**config.mk**
```make
export PLATFORM = sky130hd
export DESIGN_NAME = bblur_ctrl
export DESIGN_NICKNAME = d
export VERILOG_FILES = /design/src/design/bblur_pkg.sv /design/src/design/bblur_ctrl.sv
export SDC_FILE = /design/constraint.sdc
export NUM_CORES = 1
export LEC_CHECK = 0
export ABC_AREA = 1
export BUFFER_PORTS_ARGS = -buffer_cell sky130_fd_sc_hd__clkbuf_2
export CAP_MARGIN = 10
export CORE_AREA = 2 2 39 41
export DETAILED_ROUTE_END_ITERATION = 16
export DIE_AREA = 0 0 41 43
export GPL_TIMING_DRIVEN = 0
export PLACE_DENSITY_LB_ADDON = 0.1
export REMOVE_ABC_BUFFERS = 1
export SLEW_MARGIN = 20
export SYNTH_ARGS = -nofsm -noshare
export SYNTH_HDL_FRONTEND = slang
export SYNTH_SLANG_ARGS = --single-unit
```
**constraint.sdc**
```tcl
create_clock -name clk -period 0.9 [get_ports clk]
set_clock_uncertainty 0.05 [all_clocks]
set_input_delay 0.225 -clock clk [delete_from_list [all_inputs] [get_ports clk]]
set_output_delay 0.225 -clock clk [all_outputs]
set_load 0.02 [all_outputs]
```
**src/design/bblur_pkg.sv**
```systemverilog
// Shared types and constants for the 3x3 box blur block.
// Used by the controller, the datapath and the top level; no dependencies.

package bblur_pkg;

	localparam int CFG_IDX_W  = 1;
	localparam int CFG_DATA_W = 12;
	localparam int ROW_W      = 12;
	// Input row counter runs two rows past the last row while the pipe drains.
	localparam int IN_ROW_W   = ROW_W + 1;
	localparam int SUM_W      = 12;
	localparam int RECIP_W    = 17;
	localparam int RECIP_SHIFT = 16;

	localparam logic [CFG_IDX_W-1:0] REG_IMAGE_WIDTH  = 1'd0;
	localparam logic [CFG_IDX_W-1:0] REG_IMAGE_HEIGHT = 1'd1;

	localparam logic [7:0] ALPHA_OPAQUE = 8'd255;

	// Red sits in the lowest byte, so the struct maps straight onto tdata.
	typedef struct packed {
		logic [7:0] blue;
		logic [7:0] green;
		logic [7:0] red;
	} pixel_t;

	typedef struct packed {
		logic take;
		logic shift;
		logic sum;
		logic load;
	} ctrl_cmd_t;

	typedef struct packed {
		logic frame_in_done;
		logic emit;
		logic out_free;
	} dp_status_t;

	// Fixed-point reciprocal of the neighbour count, scaled by 2^RECIP_SHIFT and
	// rounded up. Exact floor division for every sum a 3x3 window can reach.
	function automatic logic [RECIP_W-1:0] recip(input logic [3:0] divisor);
		logic [RECIP_W-1:0] r;
		unique case (divisor)
			4'd2:    r = 17'd32768;
			4'd3:    r = 17'd21846;
			4'd4:    r = 17'd16384;
			4'd6:    r = 17'd10923;
			4'd9:    r = 17'd7282;
			default: r = 17'd65536;
		endcase
		return r;
	endfunction

endpackage

```
**src/design/bblur_ctrl.sv**
```systemverilog
// Sequencing state machine for the box blur: input handshake and step commands.
// Depends on bblur_pkg for the command and status structs.

module bblur_ctrl
	import bblur_pkg::*;
(
	input  logic       clk,
	input  logic       arst_n,
	input  logic       s_axis_tvalid,
	output logic       s_axis_tready,
	input  logic       s_axis_tuser,
	input  dp_status_t status,
	output ctrl_cmd_t  cmd
);

	localparam logic [1:0] ST_IDLE  = 2'd0;
	localparam logic [1:0] ST_SHIFT = 2'd1;
	localparam logic [1:0] ST_SUM   = 2'd2;
	localparam logic [1:0] ST_MUL   = 2'd3;

	logic [1:0] state_q;
	logic [1:0] state_d;
	logic       accept;
	logic       skip;

	assign s_axis_tready = (state_q == ST_IDLE);
	assign accept        = s_axis_tvalid && s_axis_tready;
	// A flush that arrives while frame pixels are still expected does nothing.
	assign skip          = s_axis_tuser && !status.frame_in_done;

	always_comb begin
		cmd       = '0;
		cmd.take  = accept;
		cmd.shift = (state_q == ST_SHIFT);
		cmd.sum   = (state_q == ST_SUM);
		cmd.load  = (state_q == ST_MUL) && status.out_free;
		state_d   = state_q;
		unique case (state_q)
			ST_IDLE: begin
				if (accept && !skip) begin
					state_d = ST_SHIFT;
				end
			end
			ST_SHIFT: begin
				state_d = status.emit ? ST_SUM : ST_IDLE;
			end
			ST_SUM: begin
				state_d = ST_MUL;
			end
			ST_MUL: begin
				if (status.out_free) begin
					state_d = ST_IDLE;
				end
			end
			default: begin
				state_d = ST_IDLE;
			end
		endcase
	end

	always_ff @(posedge clk or negedge arst_n) begin
		if (!arst_n) begin
			state_q <= ST_IDLE;
		end else begin
			state_q <= state_d;
		end
	end

endmodule

```
==> flow_summary.json, run 1 <==
{
  "drtIter0Drc": 0,
  "yosys.cell_types.count": 8,
  "worst_hold_path.num_cells": 3,
  "hold_path_class": "in -> reg",
  "routedWlPerCell_um": 7.41,
  "clock_sinks": 2,
  "period_share": 1.41,
  "power_density_nw_per_um2": 3580,
  "required_ps": 620,
  "switching_share": 0.441,
  "yosys_warnings": 0,
  "layout_commonest_cell": "clkbuf_2",
  "min_period_ps": 1270,
  "fin_total_pwr_mw": 1.02,
  "synthCells": 20,
  "fin_cells": 51,
  "max_freq_mhz": 789,
  "hold_viol_final": 0,
  "clock_latency_ps": 220,
  "r2r_setup_slack_ps": 30,
  "nNetsFinal": 44,
  "cap_viol_max_count": 0,
  "clockPowerShare": 0.197,
  "regArea_sq_um": 52.6,
  "syn_area_sq_um": 130,
  "layout_common_cells": "clkbuf_2 (6), nor2_1 (4), buf_4 (4)",
  "start_util": 0.0940,
  "cts_root_buffer": "clkbuf_4",
  "first_pass_iters": 1,
  "routed-via-count": 165,
  "die_w_um": 41,
  "synth_area_per_cell_sq_um": 6.51,
  "multiInputGateArea_sq_um": 77.6,
  "tightest_slew_ps": 173,
  "status": "finished with violations",
  "drc": 0,
  "ant_nets": 0,
  "power.switching_mw": 0.449,
  "cp.arrival_ps": 990,
  "synth_top_area_frac": 0.385,
  "cp-end-kind": "output pin",
  "io_pins": 12,
  "rows": 14,
  "rsz0062_at_grt": "true",
  "holdCritStartpoint": "status[1]",
  "clk_pin_slew_worst_paths_ps": 30,
  "dp.cells": 46,
  "place_hpwl_um": 281,
  "cts_buffers": 3,
  "timing.final.ws_setup_ps": -368,
  "power.share.sequential": 0.248,
  "final_max_slew_viol_count": 0,
  "leakage_nw": 0.152,
  "postLayoutCoreUtil": 0.205,
  "finalSetupTns_ps": -1700,
  "cp-startpoint": "state_q[0]$_DFFE_PN0P_",
  "antenna_cells": 0,
  "coreArea_sq_um": 1380,
  "synth_top_area_cell": "dfrtp_1",
  "gr-total-overflow": 0,
  "ys_seq_area_frac": 0.385,
  "routed_via_density": 3.24,
  "path_class": "reg -> out",
  "ir_worst_vdd_mv": 0.529,
  "cts_buffer_depth": 2,
  "path_max_fanout": 6,
  "die_h_um": 43,
  "relSlewSlack": 0.885,
  "track_usage": 0.0551,
  "wirelength_um": 378,
  "io_buffer_count": 11,
  "grt_pass1_vias": 141,
  "start_kind": "register",
  "cts_tree": "yes",
  "htreeDepth": 1,
  "yosys_register_bits": 2,
  "timing.rr.start": "state_q[0]$_DFFE_PN0P_",
  "fillers": 170,
  "gp_congestion": 0.533,
  "dieArea_sq_um": 1760,
  "p_int_mw": 0.569,
  "grt_pass1_wl_um": 517,
  "grt_max_degree": 7,
  "drive_gt1_frac": 0.714,
  "reg2reg_depth": 4,
  "antenna_found_initial": 0,
  "violations": "negative setup slack",
  "pwr-share-comb": 0.554,
  "whs_ps": 171,
  "areaGrowthSynthToFinish_pct": 118,
  "setup_viol": 5,
  "ys_top_cells_by_area": "dfrtp_1 (38%), nand2_1 (20%), nor2_1 (12%)"
}
==> how the worst max path moves through the flow <==
stage,slack [ps],depth (start not counted),to
4_1_cts,-400,2,cmd[3]
3_3_place_gp,-210,2,cmd[3]
6_report,-370,2,cmd[3]
3_5_place_dp,-220,2,cmd[3]
2_1_floorplan,-320,1,cmd[3]
5_1_grt,-410,3,cmd[0]
==> critical path: stages (launching register included) <==
cell,delay (ps)
dfrtp_2,440
nor3_2,170
buf_4,160
==> cells by family after synthesis <==
group,share of synthesized area
simple gates,0.442
buf+inv,0.173
flops,0.385
==> synth_stat cells <==
master / n
inv_1: 3
nor2_1: 4
nand2_1: 7
inv_2: 1
dfrtp_1: 2
nor2_4: 1
nor3_1: 1
buf_4: 1
==> stage by stage <==
stage,cell area [sq um],setup slack [ps]
global route,284,-410
floorplan,123,-317
finish,284,-368
global placement,198,-205
detailed placement,198,-216
CTS,256,-404
==> final cells by class <==
type / instances / area share
timing repair buffer: 13 / 0.339
multi-input combinational: 13 / 0.273
sequential: 2 / 0.185
clock buffer: 3 / 0.0793
tap: 16 / 0.0705
inverter: 4 / 0.0529
==> power groups by stage <==
stage	Combinational [mW]	Sequential, mW	Clock, mW
2_1_floorplan	0.276	0.201	0
3_3_place_gp	0.394	0.217	0
3_5_place_dp	0.398	0.218	0
4_1_cts	0.479	0.237	0.221
5_1_grt	0.609	0.265	0.228
6_report	0.564	0.253	0.201
==> per-layer routing <==
layer,up-vias,wire length [um],track usage
li1,86,-,-
met1,74,117,0.0415
met2,5,238,0.0656
met3,0,22,0.0157
met4,0,0,0.120
met5,-,0,0
==> timing repair <==
action	in CTS	in global routing
pin swaps	2	4
setup endpoints to repair	5	6
buffers inserted	0	1
resized for setup	10	11
endpoints found under the hold margin	2	0
hold buffers	1	0
(Power assumes the default switching activity.)
==> inputs of run 2 (changes only) <==
Settings changed: GPL_TIMING_DRIVEN 0 to 1.
==> run 2 against run 1 <==
Net effect:
- critical path depth did not move
- critical path type unchanged
- worst hold slack lost 21 ps
- combinational power shrank 9.4%
- the run still ends with negative setup slack left
- critical endpoint unchanged
- global-route usage rose by 0.51 points
- total power is 6.4% lower
- routed wire length fell by 4.5%
- final cell count is 2.0% higher
- clock power is 2% higher
==> flow_summary.json, run 2 (synthesis results as in run 1) <==
{
  "drtIter0Drc": 0,
  "rows": 14,
  "power.share.sequential": 0.248,
  "whs_ps": 150,
  "drc": 0,
  "routed-via-count": 171,
  "reg2reg_depth": 4,
  "place_hpwl_um": 284,
  "routedWlPerCell_um": 6.94,
  "io_pins": 12,
  "ant_nets": 0,
  "layout_common_cells": "nand2_1 (7), clkbuf_2 (6), buf_4 (6)",
  "die_w_um": 41,
  "ir_worst_vdd_mv": 0.640,
  "power.switching_mw": 0.412,
  "grt_max_degree": 7,
  "violations": "negative setup slack",
  "clk_pin_slew_worst_paths_ps": 30,
  "layout_commonest_cell": "nand2_1",
  "timing.rr.start": "state_q[0]$_DFFE_PN0P_",
  "timing.final.ws_setup_ps": -355,
  "min_period_ps": 1250,
  "clock_latency_ps": 230,
  "final_cell_area_sq_um": 273,
  "p_int_mw": 0.541,
  "first_pass_iters": 1,
  "worst_hold_path.num_cells": 3,
  "track_usage": 0.0602,
  "clockPowerShare": 0.215,
  "cts_buffer_depth": 2,
  "tightest_slew_ps": 143,
  "antenna_found_initial": 0,
  "cp.arrival_ps": 980,
  "start_util": 0.0940,
  "cts_root_buffer": "clkbuf_4",
  "pwr-share-comb": 0.536,
  "cap_viol_max_count": 0,
  "r2r_setup_slack_ps": -10,
  "required_ps": 620,
  "finalSetupTns_ps": -1620,
  "grt_pass1_vias": 132,
  "antenna_cells": 0,
  "period_share": 1.39,
  "relSlewSlack": 0.905,
  "gr-total-overflow": 0,
  "path_max_fanout": 6,
  "cts_buffers": 3,
  "die_h_um": 43,
  "setup_viol": 7,
  "start_kind": "register",
  "routed_via_density": 3.29,
  "coreArea_sq_um": 1380,
  "cts_tree": "yes",
  "rsz0062_at_grt": "true",
  "switching_share": 0.433,
  "max_freq_mhz": 797,
  "areaGrowthSynthToFinish_pct": 110,
  "cts_setup_buffers": 0,
  "drive_gt1_frac": 0.611,
  "fillers": 167,
  "cp-end-kind": "output pin",
  "power_density_nw_per_um2": 3490,
  "grt_pass1_wl_um": 552,
  "path_class": "reg -> out",
  "final_max_slew_viol_count": 0,
  "hold_path_class": "in -> reg",
  "wirelength_um": 361,
  "hold_viol_final": 0,
  "status": "finished with violations",
  "dieArea_sq_um": 1760,
  "gp_congestion": 0.526,
  "leakage_nw": 0.152,
  "holdCritStartpoint": "status[1]",
  "io_buffer_count": 11,
  "clock_sinks": 2,
  "htreeDepth": 1,
  "nNetsFinal": 45,
  "placed_area_sq_um": 213
}
-- run 2: changes by cell type in the layout (fill, tap and decap cells not counted) --
cell | previous run | this run
buf_6 | 1 | 0
nand2_1 | 3 | 7
nand2_2 | 3 | 0
nand2_4 | 1 | 0
buf_4 | 4 | 6
-- run 2: area by class of cell --
cell class	instances	area, sq um	share of cell area
timing repair buffer	14	100	0.367
inverter	4	15.0	0.0550
multi-input combinational	13	62.6	0.229
sequential	2	52.6	0.193
clock buffer	3	22.5	0.0826
tap	16	20.0	0.0734
-- run 2: repair_timing --
item | CTS | global route
gates cloned | 0 | 0
hold buffers | 1 | 0
hold endpoints to repair | 2 | 0
pin swaps | 2 | 1
setup endpoints to repair | 7 | 7
resized for setup | 10 | 5
-- run 2: worst max path at each step --
stage,endpoint,cells past startpoint,slack (ps),startpoint
6_report,cmd[3],2,-350,state_q[0]$_DFFE_PN0P_
5_1_grt,cmd[3],2,-400,state_q[0]$_DFFE_PN0P_
4_1_cts,cmd[3],2,-390,state_q[0]$_DFFE_PN0P_
3_5_place_dp,cmd[3],2,-200,register
3_3_place_gp,cmd[3],2,-200,register
2_1_floorplan,cmd[3],1,-320,register
-- run 2: stage by stage --
step / power (mW) / cells / worst slack (ps) / utilization
floorplan: 0.477 / 19 / -317 / -
global placement: 0.636 / 48 / -197 / 0.154
detailed placement: 0.635 / 48 / -197 / 0.154
CTS: 0.950 / 52 / -395 / 0.196
global route: 1.03 / 52 / -395 / 0.197
finish: 0.953 / 52 / -355 / 0.197
-- run 2: routing by layer --
metal	global-route usage	wire, um	vias up
li1	-	-	88
met1	0.0547	114	70
met2	0.0594	175	9
met3	0.0157	35	4
met4	0.140	36	0
met5	0	0	-
-- run 2: critical path, stage by stage, from the launching register on --
cell,delay [ps]
dfrtp_2,440
nor3_2,160
buf_4,160
-- run 2: power groups by stage --
stage                     registers, mW  logic, mW  clock network, mW
after floorplan                   0.201      0.276                  0
after global placement            0.217      0.419                  0
after detailed placement          0.218      0.417                  0
after CTS                         0.238      0.497              0.215
after global routing              0.250      0.554              0.229
final                             0.237      0.511              0.205
==> inputs of run 3 (changes only) <==
Clock period 0.9 ns to 1.1 ns, I/O delays scaled along.
==> run 3 against run 2 <==
Net effect:
- the run still ends with negative setup slack left
- flip-flop and latch count is the same
- non-clock buffer count down 1
- via count fell by 5.8%
- sequential power decreased by 20%
- clock power shrank 21%
- routed wire length decreased by 8.9%
- setup slack improved by 160 ps
- worst hold slack better by 56 ps
- critical endpoint unchanged
- largest cell class unchanged
==> flow_summary.json, run 3 (synthesis results as in run 1) <==
{
  "nNetsFinal": 44,
  "hold_viol_final": 0,
  "antenna_found_initial": 0,
  "critPathMaxStageDelay_ps": 430,
  "drtIter0Drc": 4,
  "setup_viol": 5,
  "crit_slowest_cell": "dfrtp_2",
  "first_pass_iters": 3,
  "gp_congestion": 0.527,
  "drive_gt1_frac": 0.600,
  "routed-via-count": 161,
  "rsz0062_at_grt": "true",
  "grt_pass1_wl_um": 545,
  "io_buffer_count": 11,
  "wirelength_um": 329,
  "ant_nets": 0,
  "cp-end-kind": "output pin",
  "start_util": 0.0940,
  "start_kind": "register",
  "cp_num_buf_inv": 1,
  "cts_setup_buffers": 0,
  "clock_latency_ps": 220,
  "p_int_mw": 0.440,
  "tightest_slew_ps": 137,
  "required_ps": 770,
  "path_max_fanout": 6,
  "min_period_ps": 1290,
  "cts_buffer_depth": 2,
  "dieArea_sq_um": 1760,
  "routedWlPerCell_um": 6.45,
  "cap_viol_max_count": 0,
  "path_cells": "nor3_2 > buf_4",
  "gr-total-overflow": 0,
  "final_cell_area_sq_um": 265,
  "cts_buffers": 3,
  "ir_worst_vdd_mv": 0.577,
  "status": "finished with violations",
  "crit_family": "flip-flops",
  "path_class": "reg -> out",
  "final_max_slew_viol_count": 0,
  "clock_sinks": 2,
  "relSlewSlack": 0.909,
  "power_density_nw_per_um2": 2890,
  "leakage_nw": 0.147,
  "areaGrowthSynthToFinish_pct": 104,
  "place_hpwl_um": 280,
  "routed_via_density": 3.16,
  "io_pins": 12,
  "clk_pin_slew_worst_paths_ps": 30,
  "placed_area_sq_um": 205,
  "rows": 14,
  "clockPowerShare": 0.210,
  "postLayoutCoreUtil": 0.192,
  "die_w_um": 41,
  "cp.arrival_ps": 970,
  "violations": "negative setup slack",
  "grt_pass1_vias": 146,
  "pwr-share-comb": 0.543,
  "htreeDepth": 1,
  "grt_max_degree": 7,
  "switching_share": 0.427,
  "layout_commonest_cell": "nand2_1",
  "max_freq_mhz": 773,
  "track_usage": 0.0553,
  "power.switching_mw": 0.328,
  "power.share.sequential": 0.248,
  "drc": 0,
  "period_share": 1.18,
  "hold_path_class": "in -> reg",
  "cts_tree": "yes",
  "layout_common_cells": "nand2_1 (7), clkbuf_2 (6), buf_4 (5)",
  "cts_root_buffer": "clkbuf_4",
  "coreArea_sq_um": 1380,
  "die_h_um": 43,
  "timing.final.ws_setup_ps": -193,
  "antenna_cells": 0
}
run 3: worst paths after layout:
check / startpoint / to / slack [ps] / cells after the start
setup / recovery: state_q[0]$_DFFE_PN0P_ / cmd[3] / -190 / 2
hold / removal: status[1] / register / 210 / 3
setup reg to reg: state_q[0]$_DFFE_PN0P_ / register / 200 / 4
hold reg to reg: state_q[0]$_DFFE_PN0P_ / state_q[0]$_DFFE_PN0P_ / 550 / 3
max in group asynchronous: arst_n / asynchronous set/reset pin / 570 / 2
min in group asynchronous: arst_n / state_q[0]$_DFFE_PN0P_ / 320 / 2
run 3: cell type report:
| class | count | area, sq um |
|---|---|---|
| well taps | 16 | 20.0 |
| flip-flops and latches | 2 | 52.6 |
| inverters | 4 | 15.0 |
| fillers | 168 | 1120 |
| repair buffers | 13 | 92.6 |
| multi-input cells | 13 | 62.6 |
| clock buffers | 3 | 22.5 |
run 3: per-layer routing:
layer | global-route usage | share of wire | vias up | wire [um]
met5 | 0 | 0 | - | 0
met4 | 0.0800 | 0 | 0 | 0
met3 | 0.0471 | 0.10 | 0 | 33
met2 | 0.0594 | 0.58 | 7 | 192
met1 | 0.0484 | 0.31 | 68 | 103
li1 | - | - | 86 | -
run 3: what timing repair did:
action,in CTS,in global routing
resized for setup,10,5
gates cloned,0,0
setup endpoints to repair,5,5
hold endpoints to repair,2,0
hold buffers,1,0
pin swaps,2,0
run 3: power groups by stage:
stage / clock, mW / combinational (mW) / sequential [mW]
CTS: 0.172 / 0.405 / 0.193
global placement: 0 / 0.341 / 0.177
finish: 0.161 / 0.417 / 0.190
global route: 0.185 / 0.458 / 0.200
detailed placement: 0 / 0.339 / 0.177
floorplan: 0 / 0.225 / 0.164
run 3: worst reg2reg max path, cell delays in order (launching register included):
cell,delay (ps)
dfrtp_2,410
nand2_1,80
buf_4,130
nand2_1,70
nand2_1,60
run 3: per-stage QoR:
stage	power (mW)	setup TNS (ps)	instances	hold slack, ps	worst slack [ps]
detailed placement	0.516	-56.3	47	13.4	-44.7
CTS	0.769	-994	51	201	-234
global placement	0.518	-51.3	47	12.8	-44.0
floorplan	0.390	-176	19	-70.6	-167
global route	0.843	-1070	51	210	-240
finish	0.768	-801	51	207	-193
